### config.mk
export PLATFORM = sky130hd
export DESIGN_NAME = gradient_color_map_flat
export DESIGN_NICKNAME = d
export VERILOG_FILES = /design/src/rtl/gcm_pkg.sv /design/src/rtl/gcm_if.sv /design/src/rtl/gcm_select.sv /design/src/rtl/gcm_scale.sv /design/src/rtl/gcm_div.sv /design/src/rtl/gcm_sat.sv /design/src/rtl/gradient_color_map.sv /design/src/flat_wrapper.sv
export SDC_FILE = /design/constraint.sdc
export NUM_CORES = 2
export LEC_CHECK = 0
export BUFFER_PORTS_ARGS = -buffer_cell sky130_fd_sc_hd__buf_2
export CORE_AREA = 2 2 415 417
export CTS_CLUSTER_DIAMETER = 30
export CTS_CLUSTER_SIZE = 24
export DETAILED_ROUTE_END_ITERATION = 16
export DIE_AREA = 0 0 417 419
export MAX_ROUTING_LAYER = met4
export PLACE_DENSITY = 0.76
export SYNTH_ARGS = -nofsm -noshare
export SYNTH_HDL_FRONTEND = slang
export SYNTH_SLANG_ARGS = --single-unit
### constraint.sdc
create_clock -name clk -period 28 [get_ports clk]
set_input_delay 1.4 -clock clk [delete_from_list [all_inputs] [get_ports clk]]
set_output_delay 1.4 -clock clk [all_outputs]
set_load 0.1 [all_outputs]
### src/rtl/gcm_pkg.sv
package gcm_pkg;

  localparam int VALUE_BITS    = 16;
  localparam int CHANNEL_BITS  = 8;
  localparam int COLOR_BITS    = 3 * CHANNEL_BITS;
  localparam int NUM_REGS      = 8;
  localparam int CFG_IDX_BITS  = $clog2(NUM_REGS);
  localparam int CFG_DATA_BITS = (VALUE_BITS > COLOR_BITS) ? VALUE_BITS : COLOR_BITS;

  // signed offset and span of one segment
  localparam int SPAN_BITS = VALUE_BITS + 1;
  // signed colour difference of one channel
  localparam int DIFF_BITS = CHANNEL_BITS + 1;
  localparam int PROD_BITS = SPAN_BITS + DIFF_BITS;
  // magnitude of the product, always below 2^(value + channel bits)
  localparam int MAG_BITS  = VALUE_BITS + CHANNEL_BITS;
  // quotient magnitudes at or above 2^QUO_BITS saturate whatever the base
  localparam int QUO_BITS  = CHANNEL_BITS + 1;
  localparam int SUM_BITS  = CHANNEL_BITS + 3;

  typedef enum logic [1:0] {
    MODE_SOLID      = 2'd0,
    MODE_TWO_STOP   = 2'd1,
    MODE_THREE_STOP = 2'd2
  } mode_t;

  typedef enum logic [CFG_IDX_BITS-1:0] {
    REG_MODE           = 3'd0,
    REG_LOW_COLOR      = 3'd1,
    REG_MID_COLOR      = 3'd2,
    REG_HIGH_COLOR     = 3'd3,
    REG_INACTIVE_COLOR = 3'd4,
    REG_RANGE_MIN      = 3'd5,
    REG_RANGE_MAX      = 3'd6,
    REG_MIDPOINT       = 3'd7
  } cfg_reg_t;

  typedef logic [CHANNEL_BITS-1:0]       chan_t;
  typedef logic [2:0][CHANNEL_BITS-1:0]  color_t;
  typedef logic [VALUE_BITS-1:0]         value_t;

  typedef struct packed {
    mode_t  mode;
    color_t low_color;
    color_t mid_color;
    color_t high_color;
    color_t inactive_color;
    value_t range_min;
    value_t range_max;
    value_t midpoint;
  } cfg_t;

  typedef struct packed {
    color_t                       base;
    logic [2:0][DIFF_BITS-1:0]    diff;
    logic [SPAN_BITS-1:0]         off;
    logic [SPAN_BITS-1:0]         span;
    logic                         flat;
  } seg_t;

  typedef struct packed {
    color_t                       base;
    logic [2:0][PROD_BITS-1:0]    prod;
    logic [SPAN_BITS-1:0]         span;
    logic                         flat;
  } prod_t;

  typedef struct packed {
    color_t                       base;
    logic [2:0][MAG_BITS-1:0]     rem;
    logic [2:0][QUO_BITS-1:0]     quo;
    logic [2:0]                   neg;
    logic [2:0]                   big;
    value_t                       den;
    logic                         flat;
  } div_t;

endpackage

### src/rtl/gcm_if.sv
interface gcm_in_if import gcm_pkg::*; ();
  logic   valid;
  logic   ready;
  value_t value;

  modport source (output valid, output value, input ready);
  modport sink   (input valid, input value, output ready);
endinterface

interface gcm_out_if import gcm_pkg::*; ();
  logic  valid;
  logic  ready;
  chan_t red;
  chan_t green;
  chan_t blue;

  modport source (output valid, output red, output green, output blue, input ready);
  modport sink   (input valid, input red, input green, input blue, output ready);
endinterface

### src/rtl/gcm_select.sv
module gcm_select import gcm_pkg::*; (
  input  logic   clk,
  input  logic   rst_n,
  input  cfg_t   cfg,
  input  logic   up_valid,
  output logic   up_ready,
  input  value_t up_value,
  output logic   dn_valid,
  input  logic   dn_ready,
  output seg_t   dn_seg
);

  logic   v_r;
  seg_t   seg_r;
  seg_t   seg_nxt;
  color_t from_c;
  color_t to_c;
  value_t lo;
  value_t hi;

  always_comb begin
    unique case (cfg.mode)
      MODE_TWO_STOP: begin
        from_c = cfg.low_color;
        to_c   = cfg.high_color;
        lo     = cfg.range_min;
        hi     = cfg.range_max;
      end
      MODE_THREE_STOP: begin
        if (up_value > cfg.midpoint) begin
          from_c = cfg.mid_color;
          to_c   = cfg.high_color;
          lo     = cfg.midpoint;
          hi     = cfg.range_max;
        end else begin
          from_c = cfg.low_color;
          to_c   = cfg.mid_color;
          lo     = cfg.range_min;
          hi     = cfg.midpoint;
        end
      end
      default: begin
        // solid colour: an empty span makes the base colour pass through
        from_c = cfg.inactive_color;
        to_c   = cfg.inactive_color;
        lo     = '0;
        hi     = '0;
      end
    endcase

    seg_nxt.base = from_c;
    for (int i = 0; i < 3; i++) begin
      seg_nxt.diff[i] = {1'b0, to_c[i]} - {1'b0, from_c[i]};
    end
    seg_nxt.off  = {1'b0, up_value} - {1'b0, lo};
    seg_nxt.span = {1'b0, hi} - {1'b0, lo};
    seg_nxt.flat = (hi == lo);
  end

  assign up_ready = ~v_r | dn_ready;

  always_ff @(posedge clk) begin
    if (!rst_n) begin
      v_r <= 1'b0;
    end else if (up_ready) begin
      v_r <= up_valid;
    end
  end

  always_ff @(posedge clk) begin
    if (up_ready && up_valid) begin
      seg_r <= seg_nxt;
    end
  end

  assign dn_valid = v_r;
  assign dn_seg   = seg_r;

endmodule

### src/rtl/gcm_scale.sv
module gcm_scale import gcm_pkg::*; (
  input  logic clk,
  input  logic rst_n,
  input  logic up_valid,
  output logic up_ready,
  input  seg_t up_seg,
  output logic dn_valid,
  input  logic dn_ready,
  output div_t dn_div
);

  // stage a: products, stage b: magnitudes and signs, stage c: range check
  logic  va_r, vb_r, vc_r;
  logic  rdy_a, rdy_b, rdy_c;
  prod_t pa_r, pa_nxt;
  div_t  db_r, db_nxt;
  div_t  dc_r, dc_nxt;

  always_comb begin
    logic signed [PROD_BITS-1:0] p;
    pa_nxt.base = up_seg.base;
    pa_nxt.span = up_seg.span;
    pa_nxt.flat = up_seg.flat;
    for (int i = 0; i < 3; i++) begin
      p = $signed(up_seg.diff[i]) * $signed(up_seg.off);
      pa_nxt.prod[i] = p;
    end
  end

  always_comb begin
    logic                 span_neg;
    logic [SPAN_BITS-1:0] span_abs;
    logic                 p_neg;
    logic [PROD_BITS-1:0] p_abs;
    span_neg = pa_r.span[SPAN_BITS-1];
    span_abs = span_neg ? (~pa_r.span + 1'b1) : pa_r.span;
    db_nxt.base = pa_r.base;
    db_nxt.flat = pa_r.flat;
    db_nxt.den  = span_abs[VALUE_BITS-1:0];
    db_nxt.big  = '0;
    db_nxt.quo  = '0;
    for (int i = 0; i < 3; i++) begin
      p_neg = pa_r.prod[i][PROD_BITS-1];
      p_abs = p_neg ? (~pa_r.prod[i] + 1'b1) : pa_r.prod[i];
      db_nxt.rem[i] = p_abs[MAG_BITS-1:0];
      db_nxt.neg[i] = p_neg ^ span_neg;
    end
  end

  always_comb begin
    dc_nxt = db_r;
    for (int i = 0; i < 3; i++) begin
      dc_nxt.big[i] = ({1'b0, db_r.rem[i]} >= {db_r.den, {QUO_BITS{1'b0}}});
    end
  end

  assign rdy_c    = ~vc_r | dn_ready;
  assign rdy_b    = ~vb_r | rdy_c;
  assign rdy_a    = ~va_r | rdy_b;
  assign up_ready = rdy_a;

  always_ff @(posedge clk) begin
    if (!rst_n) begin
      va_r <= 1'b0;
      vb_r <= 1'b0;
      vc_r <= 1'b0;
    end else begin
      if (rdy_a) va_r <= up_valid;
      if (rdy_b) vb_r <= va_r;
      if (rdy_c) vc_r <= vb_r;
    end
  end

  always_ff @(posedge clk) begin
    if (rdy_a && up_valid) pa_r <= pa_nxt;
    if (rdy_b && va_r)     db_r <= db_nxt;
    if (rdy_c && vb_r)     dc_r <= dc_nxt;
  end

  assign dn_valid = vc_r;
  assign dn_div   = dc_r;

endmodule

### src/rtl/gcm_div.sv
module gcm_div import gcm_pkg::*; (
  input  logic clk,
  input  logic rst_n,
  input  logic up_valid,
  output logic up_ready,
  input  div_t up_div,
  output logic dn_valid,
  input  logic dn_ready,
  output div_t dn_div
);

  // one restoring step per stage, quotient msb first
  logic v_r [QUO_BITS];
  div_t d_r [QUO_BITS];
  logic rdy [QUO_BITS+1];

  assign rdy[QUO_BITS] = dn_ready;

  for (genvar k = 0; k < QUO_BITS; k++) begin : g_step
    localparam int BIT = QUO_BITS - 1 - k;
    logic                v_in;
    div_t                d_in;
    div_t                d_nxt;
    logic [MAG_BITS-1:0] trial;

    if (k == 0) begin : g_first
      assign v_in = up_valid;
      assign d_in = up_div;
    end else begin : g_next
      assign v_in = v_r[k-1];
      assign d_in = d_r[k-1];
    end

    assign trial = MAG_BITS'(d_in.den) << BIT;

    always_comb begin
      d_nxt = d_in;
      for (int i = 0; i < 3; i++) begin
        if (d_in.rem[i] >= trial) begin
          d_nxt.rem[i]      = d_in.rem[i] - trial;
          d_nxt.quo[i][BIT] = 1'b1;
        end
      end
    end

    assign rdy[k] = ~v_r[k] | rdy[k+1];

    always_ff @(posedge clk) begin
      if (!rst_n) begin
        v_r[k] <= 1'b0;
      end else if (rdy[k]) begin
        v_r[k] <= v_in;
      end
    end

    always_ff @(posedge clk) begin
      if (rdy[k] && v_in) begin
        d_r[k] <= d_nxt;
      end
    end
  end

  assign up_ready = rdy[0];
  assign dn_valid = v_r[QUO_BITS-1];
  assign dn_div   = d_r[QUO_BITS-1];

endmodule

### src/rtl/gcm_sat.sv
module gcm_sat import gcm_pkg::*; (
  input  logic   clk,
  input  logic   rst_n,
  input  logic   up_valid,
  output logic   up_ready,
  input  div_t   up_div,
  output logic   dn_valid,
  input  logic   dn_ready,
  output color_t dn_color
);

  localparam chan_t CH_MAX = '1;

  logic   v_r;
  color_t col_r;
  color_t col_nxt;

  always_comb begin
    logic signed [QUO_BITS:0]   q;
    logic signed [SUM_BITS-1:0] sum;
    for (int i = 0; i < 3; i++) begin
      q   = up_div.neg[i] ? -$signed({1'b0, up_div.quo[i]}) : $signed({1'b0, up_div.quo[i]});
      sum = $signed({3'b000, up_div.base[i]}) + $signed({q[QUO_BITS], q});
      priority if (up_div.flat) begin
        col_nxt[i] = up_div.base[i];
      end else if (up_div.big[i]) begin
        col_nxt[i] = up_div.neg[i] ? '0 : CH_MAX;
      end else if (sum < 0) begin
        col_nxt[i] = '0;
      end else if (sum > $signed({3'b000, CH_MAX})) begin
        col_nxt[i] = CH_MAX;
      end else begin
        col_nxt[i] = sum[CHANNEL_BITS-1:0];
      end
    end
  end

  assign up_ready = ~v_r | dn_ready;

  always_ff @(posedge clk) begin
    if (!rst_n) begin
      v_r <= 1'b0;
    end else if (up_ready) begin
      v_r <= up_valid;
    end
  end

  always_ff @(posedge clk) begin
    if (up_ready && up_valid) begin
      col_r <= col_nxt;
    end
  end

  assign dn_valid = v_r;
  assign dn_color = col_r;

endmodule

### src/rtl/gradient_color_map.sv
// channel    | direction | handshake                | payload
// in_chan    | sink      | valid/ready              | value
// out_chan   | source    | valid/ready              | red, green, blue
// cfg port   | sink      | cfg_we, no back-pressure | cfg_idx, cfg_data
//
// one item per clock sustained while the output is not stalled, 14 register stages:
// segment select 1, multiply/magnitude/range check 3, one quotient bit per stage 9,
// saturation 1; the quotient stages set the depth
// every stage holds its item under stall and takes a new one when it or a later
// stage is free, so bubbles collapse and the input stays open while a result waits
// until all 14 stages hold an item
// rst_n is synchronous, clears the valid bits and loads the register defaults
module gradient_color_map import gcm_pkg::*; (
  input  logic                     clk,
  input  logic                     rst_n,
  gcm_in_if.sink                   in_chan,
  gcm_out_if.source                out_chan,
  input  logic                     cfg_we,
  input  logic [CFG_IDX_BITS-1:0]  cfg_idx,
  input  logic [CFG_DATA_BITS-1:0] cfg_data
);

  // register defaults
  localparam chan_t  CH_HALF   = chan_t'(1) << (CHANNEL_BITS - 1);
  localparam color_t MID_RESET = {3{CH_HALF}};
  localparam value_t MP_RESET  = value_t'(1) << (VALUE_BITS - 1);

  mode_t  mode_r;
  color_t low_color_r;
  color_t mid_color_r;
  color_t high_color_r;
  color_t inactive_color_r;
  value_t range_min_r;
  value_t range_max_r;
  value_t midpoint_r;
  cfg_t   cfg;

  // handshakes between the sections
  logic   sel_valid, sel_ready;
  seg_t   sel_seg;
  logic   scl_valid, scl_ready;
  div_t   scl_div;
  logic   div_valid, div_ready;
  div_t   div_res;
  color_t out_color;

  // configuration registers; the user must write them only while no item is in flight, the block does not enforce it
  always_ff @(posedge clk) begin
    if (!rst_n) begin
      mode_r           <= MODE_TWO_STOP;
      low_color_r      <= '0;
      mid_color_r      <= MID_RESET;
      high_color_r     <= '1;
      inactive_color_r <= '0;
      range_min_r      <= '0;
      range_max_r      <= '1;
      midpoint_r       <= MP_RESET;
    end else if (cfg_we) begin
      unique case (cfg_reg_t'(cfg_idx))
        REG_MODE:           mode_r           <= mode_t'(cfg_data[1:0]);
        REG_LOW_COLOR:      low_color_r      <= cfg_data[COLOR_BITS-1:0];
        REG_MID_COLOR:      mid_color_r      <= cfg_data[COLOR_BITS-1:0];
        REG_HIGH_COLOR:     high_color_r     <= cfg_data[COLOR_BITS-1:0];
        REG_INACTIVE_COLOR: inactive_color_r <= cfg_data[COLOR_BITS-1:0];
        REG_RANGE_MIN:      range_min_r      <= cfg_data[VALUE_BITS-1:0];
        REG_RANGE_MAX:      range_max_r      <= cfg_data[VALUE_BITS-1:0];
        REG_MIDPOINT:       midpoint_r       <= cfg_data[VALUE_BITS-1:0];
      endcase
    end
  end

  assign cfg.mode           = mode_r;
  assign cfg.low_color      = low_color_r;
  assign cfg.mid_color      = mid_color_r;
  assign cfg.high_color     = high_color_r;
  assign cfg.inactive_color = inactive_color_r;
  assign cfg.range_min      = range_min_r;
  assign cfg.range_max      = range_max_r;
  assign cfg.midpoint       = midpoint_r;

  // pick the active segment, colour differences, offset and span
  gcm_select u_select (
    .clk      (clk),
    .rst_n    (rst_n),
    .cfg      (cfg),
    .up_valid (in_chan.valid),
    .up_ready (in_chan.ready),
    .up_value (in_chan.value),
    .dn_valid (sel_valid),
    .dn_ready (sel_ready),
    .dn_seg   (sel_seg)
  );

  // products, sign-magnitude split and the saturation pre-check
  gcm_scale u_scale (
    .clk      (clk),
    .rst_n    (rst_n),
    .up_valid (sel_valid),
    .up_ready (sel_ready),
    .up_seg   (sel_seg),
    .dn_valid (scl_valid),
    .dn_ready (scl_ready),
    .dn_div   (scl_div)
  );

  // truncating division, one quotient bit per stage for all three channels
  gcm_div u_div (
    .clk      (clk),
    .rst_n    (rst_n),
    .up_valid (scl_valid),
    .up_ready (scl_ready),
    .up_div   (scl_div),
    .dn_valid (div_valid),
    .dn_ready (div_ready),
    .dn_div   (div_res)
  );

  // apply sign, add the base colour, clamp; this is the output register
  gcm_sat u_sat (
    .clk      (clk),
    .rst_n    (rst_n),
    .up_valid (div_valid),
    .up_ready (div_ready),
    .up_div   (div_res),
    .dn_valid (out_chan.valid),
    .dn_ready (out_chan.ready),
    .dn_color (out_color)
  );

  assign out_chan.red   = out_color[2];
  assign out_chan.green = out_color[1];
  assign out_chan.blue  = out_color[0];

endmodule

### src/flat_wrapper.sv
// flat-port wrapper written by rule: the top's interface ports become plain ports
module gradient_color_map_flat import gcm_pkg::*;
  (clk, rst_n, cfg_we, cfg_idx, cfg_data, in_chan_valid, in_chan_value, in_chan_ready, out_chan_valid, out_chan_red, out_chan_green, out_chan_blue, out_chan_ready);
  gcm_in_if in_chan_i ();
  gcm_out_if out_chan_i ();
  input  logic clk;
  input  logic rst_n;
  input  logic cfg_we;
  input  logic [CFG_IDX_BITS-1:0] cfg_idx;
  input  logic [CFG_DATA_BITS-1:0] cfg_data;
  input wire logic [$bits(in_chan_i.valid)-1:0] in_chan_valid;
  input wire logic [$bits(in_chan_i.value)-1:0] in_chan_value;
  output wire logic [$bits(in_chan_i.ready)-1:0] in_chan_ready;
  output wire logic [$bits(out_chan_i.valid)-1:0] out_chan_valid;
  output wire logic [$bits(out_chan_i.red)-1:0] out_chan_red;
  output wire logic [$bits(out_chan_i.green)-1:0] out_chan_green;
  output wire logic [$bits(out_chan_i.blue)-1:0] out_chan_blue;
  input wire logic [$bits(out_chan_i.ready)-1:0] out_chan_ready;
  assign in_chan_i.valid = in_chan_valid;
  assign in_chan_i.value = in_chan_value;
  assign in_chan_ready = in_chan_i.ready;
  assign out_chan_valid = out_chan_i.valid;
  assign out_chan_red = out_chan_i.red;
  assign out_chan_green = out_chan_i.green;
  assign out_chan_blue = out_chan_i.blue;
  assign out_chan_i.ready = out_chan_ready;
  gradient_color_map u_core (.clk(clk), .rst_n(rst_n), .in_chan(in_chan_i), .out_chan(out_chan_i), .cfg_we(cfg_we), .cfg_idx(cfg_idx), .cfg_data(cfg_data));
endmodule
==> results.json <==
{
  "min-delay-path-class": "reg2reg",
  "ir_drop_v": 0.000228,
  "max_cap_viol_count": 0,
  "rsz0062_at_grt": "no",
  "clock_latency_ps": 960,
  "use_met2_pct": 58.9,
  "overflow": 0,
  "cts_buffers": 371,
  "crit_arrival_ps": 4940,
  "vias_per_cell": 5.93,
  "gp_congestion": 1.02,
  "syn_nets": 9871,
  "cts_resized": 0,
  "relSlewSlack_pct": 18.0,
  "pre_cts_slack_ps": 21270,
  "port_buffers": 73,
  "postPlaceCellArea_um2": 105000,
  "critPathMaxFanout": 7,
  "hpwlAfterDp_mm": 208,
  "fin_worst_skew_ps": 73.8,
  "netlist.area_leader.share_pct": 47.0,
  "slew_viol_final": 0,
  "worst-setup-path-type": "in2out",
  "die_area_um2": 175000,
  "cts_hold_buf": 0,
  "critPathCaptureType": "primary output",
  "fillerInstances": 11970,
  "async_flop_share_pct": 0,
  "grt_pass1_wl_mm": 422,
  "initial_core_util_pct": 59.5,
  "top_usage_layer": "met2",
  "postLayoutSetupSlackWorst_ps": 21660,
  "via_count": 68242,
  "cp-start-kind": "primary input",
  "final_nets": 10172,
  "yosysSeqAreaShare_pct": 49.9,
  "antenna_left": 0,
  "syn_area_per_cell_um2": 11.7,
  "synth.top_cells.by_count": "1,588 x edfxtp_1, 919 x nand2_1, 747 x ha_1",
  "grt_max_degree": 127,
  "syn_area_um2": 102000,
  "die_w_um": 417,
  "antenna_found_initial": 11,
  "cts_max_level": 5,
  "drt_iter0_drc": 4973,
  "fp.dieH_um": 419,
  "yosysTopAreaCell": "edfxtp_1",
  "first_global_vias": 71184,
  "grtUsageMet3_pct": 5.93,
  "io_pins": 74,
  "synth_area_leaders": "edfxtp_1 47%, ha_1 9.2%, fa_1 8.1%",
  "wl_per_cell_um": 24.1,
  "cts_buffer_depth": 4,
  "postSynthCellCount": 8666,
  "max_freq_ghz": 0.158,
  "setup_viol": 0,
  "worstMarginPinSlew_ps": 1230,
  "timing.final.crit_share_pct": 22.6,
  "cts-root-buf": "clkbuf_16",
  "ys_warn_count": 0,
  "synth_flop_cell": "edfxtp_1",
  "route.detailed.drc": 0,
  "drive_above_1_share_pct": 10.7,
  "hold_slack_ps": 387,
  "syn_to_final_growth_pct": 15.4,
  "coreArea_um2": 171000,
  "synth_edf_count": 1588,
  "fin_tns_setup_ps": 0,
  "status": "finished clean",
  "clk_pin_slew_worst_paths_ps": 50,
  "ys_types": 106,
  "leakage_nw": 45.9,
  "met1_usage_pct": 32.7,
  "yosysMostFrequentCell": "edfxtp_1",
  "track_usage_pct": 33.2,
  "cts_sinks": 1740,
  "finalInstanceArea_um2": 117000,
  "first_pass_iters": 8,
  "worstPathRequired_ps": 26600,
  "finalHoldViolations": 0,
  "finish.utilization_pct": 68.7,
  "cts_setup_buffers": 0,
  "wirelength_mm": 278,
  "fin_crit_ps": 6340,
  "ys_ff_latch": 1740,
  "p_per_area_nw_per_um2": 105,
  "rows": 152,
  "cts_tree": "built"
}
## power by group
group	total, mW	internal (mW)	switching (mW)
logic	4.59	2.04	2.55
clock network	4.34	2.91	1.43
registers	3.35	3.22	0.128
total	12.3	8.17	4.11
## routing by layer
layer / vias up / wire length [um]
met5: - / 0
met3: 812 / 14000
met4: 0 / 23000
met2: 2188 / 145000
li1: 31971 / -
met1: 33271 / 95200
## worst max-delay path: stages
cell	delay (ps)
buf_2	100
and3b_1	490
nand3_1	230
nor2_1	720
nand4_1	270
nor2_1	510
and3_1	420
and3_1	370
nand2_1	110
buf_2	300
## cells by family (layout without fill, tap and decap cells)
kind of cell,Yosys count,in the layout,synth area share (%)
other,0,11,0
buffers and inverters,893,1485,3.35
adder cells (fa/ha/maj),1157,1157,17.3
AND/OR/NAND/NOR,2413,2413,11.4
flip-flops,1740,1740,49.9
XOR/XNOR,592,592,5.11
multiplexers,156,156,1.69
AO/OA/AOI/OAI,1715,1715,11.2
## final timing paths
| path | startpoint | endpoint | slack [ps] | cells past startpoint |
|---|---|---|---|---|
| setup / recovery | out_chan_ready | in_chan_ready | 21660 | 10 |
| hold / removal | u_core.u_scale.db_nxt[139]$_DFFE_PP_ | u_core.u_scale.db_r[139]$_DFFE_PP_ | 390 | 0 |
| setup reg to reg | u_core.u_select.dn_seg[23]$_DFFE_PP_ | u_core.u_scale.pa_r[69]$_DFFE_PP_ | 21750 | 19 |
| hold reg to reg | u_core.u_scale.db_nxt[139]$_DFFE_PP_ | u_core.u_scale.db_r[139]$_DFFE_PP_ | 390 | 0 |
## state kept, by name, indices dropped and copies added (netlist names)
signal                    count
u_core.u_div.d_r           1118
u_core.u_scale.dn_div       119
u_core.u_scale.db_r         116
u_core.cfg                   96
u_core.u_scale.pa_r          92
u_core.u_select.dn_seg       86
u_core.u_scale.db_nxt        25
u_core.u_sat.dn_color        24
u_core.midpoint_r            16
u_core.range_max_r           16
u_core.range_min_r           16
u_core.u_div.v_r              9
u_core.mode_r                 2
u_core.u_sat.dn_valid         1
u_core.u_scale.dn_valid       1
u_core.u_scale.va_r           1
u_core.u_scale.vb_r           1
u_core.u_select.dn_valid      1
## placed cells by master, fill, tap and decap left out, types with 40 or more instances in the layout
| cell | instances |
|---|---|
| a21boi_0 | 120 |
| a21o_1 | 157 |
| a21oi_1 | 412 |
| a221o_1 | 50 |
| a31oi_1 | 45 |
| and2_1 | 268 |
| buf_2 | 72 |
| buf_4 | 84 |
| bufinv_16 | 45 |
| clkbuf_1 | 40 |
| clkbuf_16 | 382 |
| clkinv_2 | 56 |
| dfxtp_1 | 152 |
| edfxtp_1 | 1588 |
| fa_1 | 410 |
| ha_1 | 747 |
| inv_1 | 660 |
| inv_6 | 42 |
| mux2_2 | 125 |
| nand2_1 | 919 |
| nand2b_1 | 84 |
| nand3_1 | 141 |
| nand4_1 | 69 |
| nor2_1 | 458 |
| nor2b_1 | 95 |
| nor3_1 | 111 |
| nor4_1 | 47 |
| o21a_1 | 96 |
| o21ai_0 | 385 |
| o21bai_1 | 51 |
| o31ai_1 | 57 |
| or3_1 | 51 |
| xnor2_1 | 391 |
| xor2_1 | 201 |
## stage by stage
stage               instances  power, mW
floorplan                8666       6.81
global placement        10827       7.74
detailed placement      10827       7.87
CTS                     11491       12.3
global route            11498       13.1
finish                  11502       12.3
## layout make-up
class / instances / area, um2 / share of cell area (%)
diodes: 11 / 27.5 / 0.0235
clock buffers: 425 / 9750 / 8.32
flip-flops and latches: 1740 / 50700 / 43.3
multi-input cells: 6033 / 47700 / 40.7
well taps: 2233 / 2790 / 2.38
clock inverters: 239 / 2700 / 2.31
repair buffers: 157 / 1010 / 0.863
inverters: 664 / 2490 / 2.13
(Power assumes the default switching activity.)
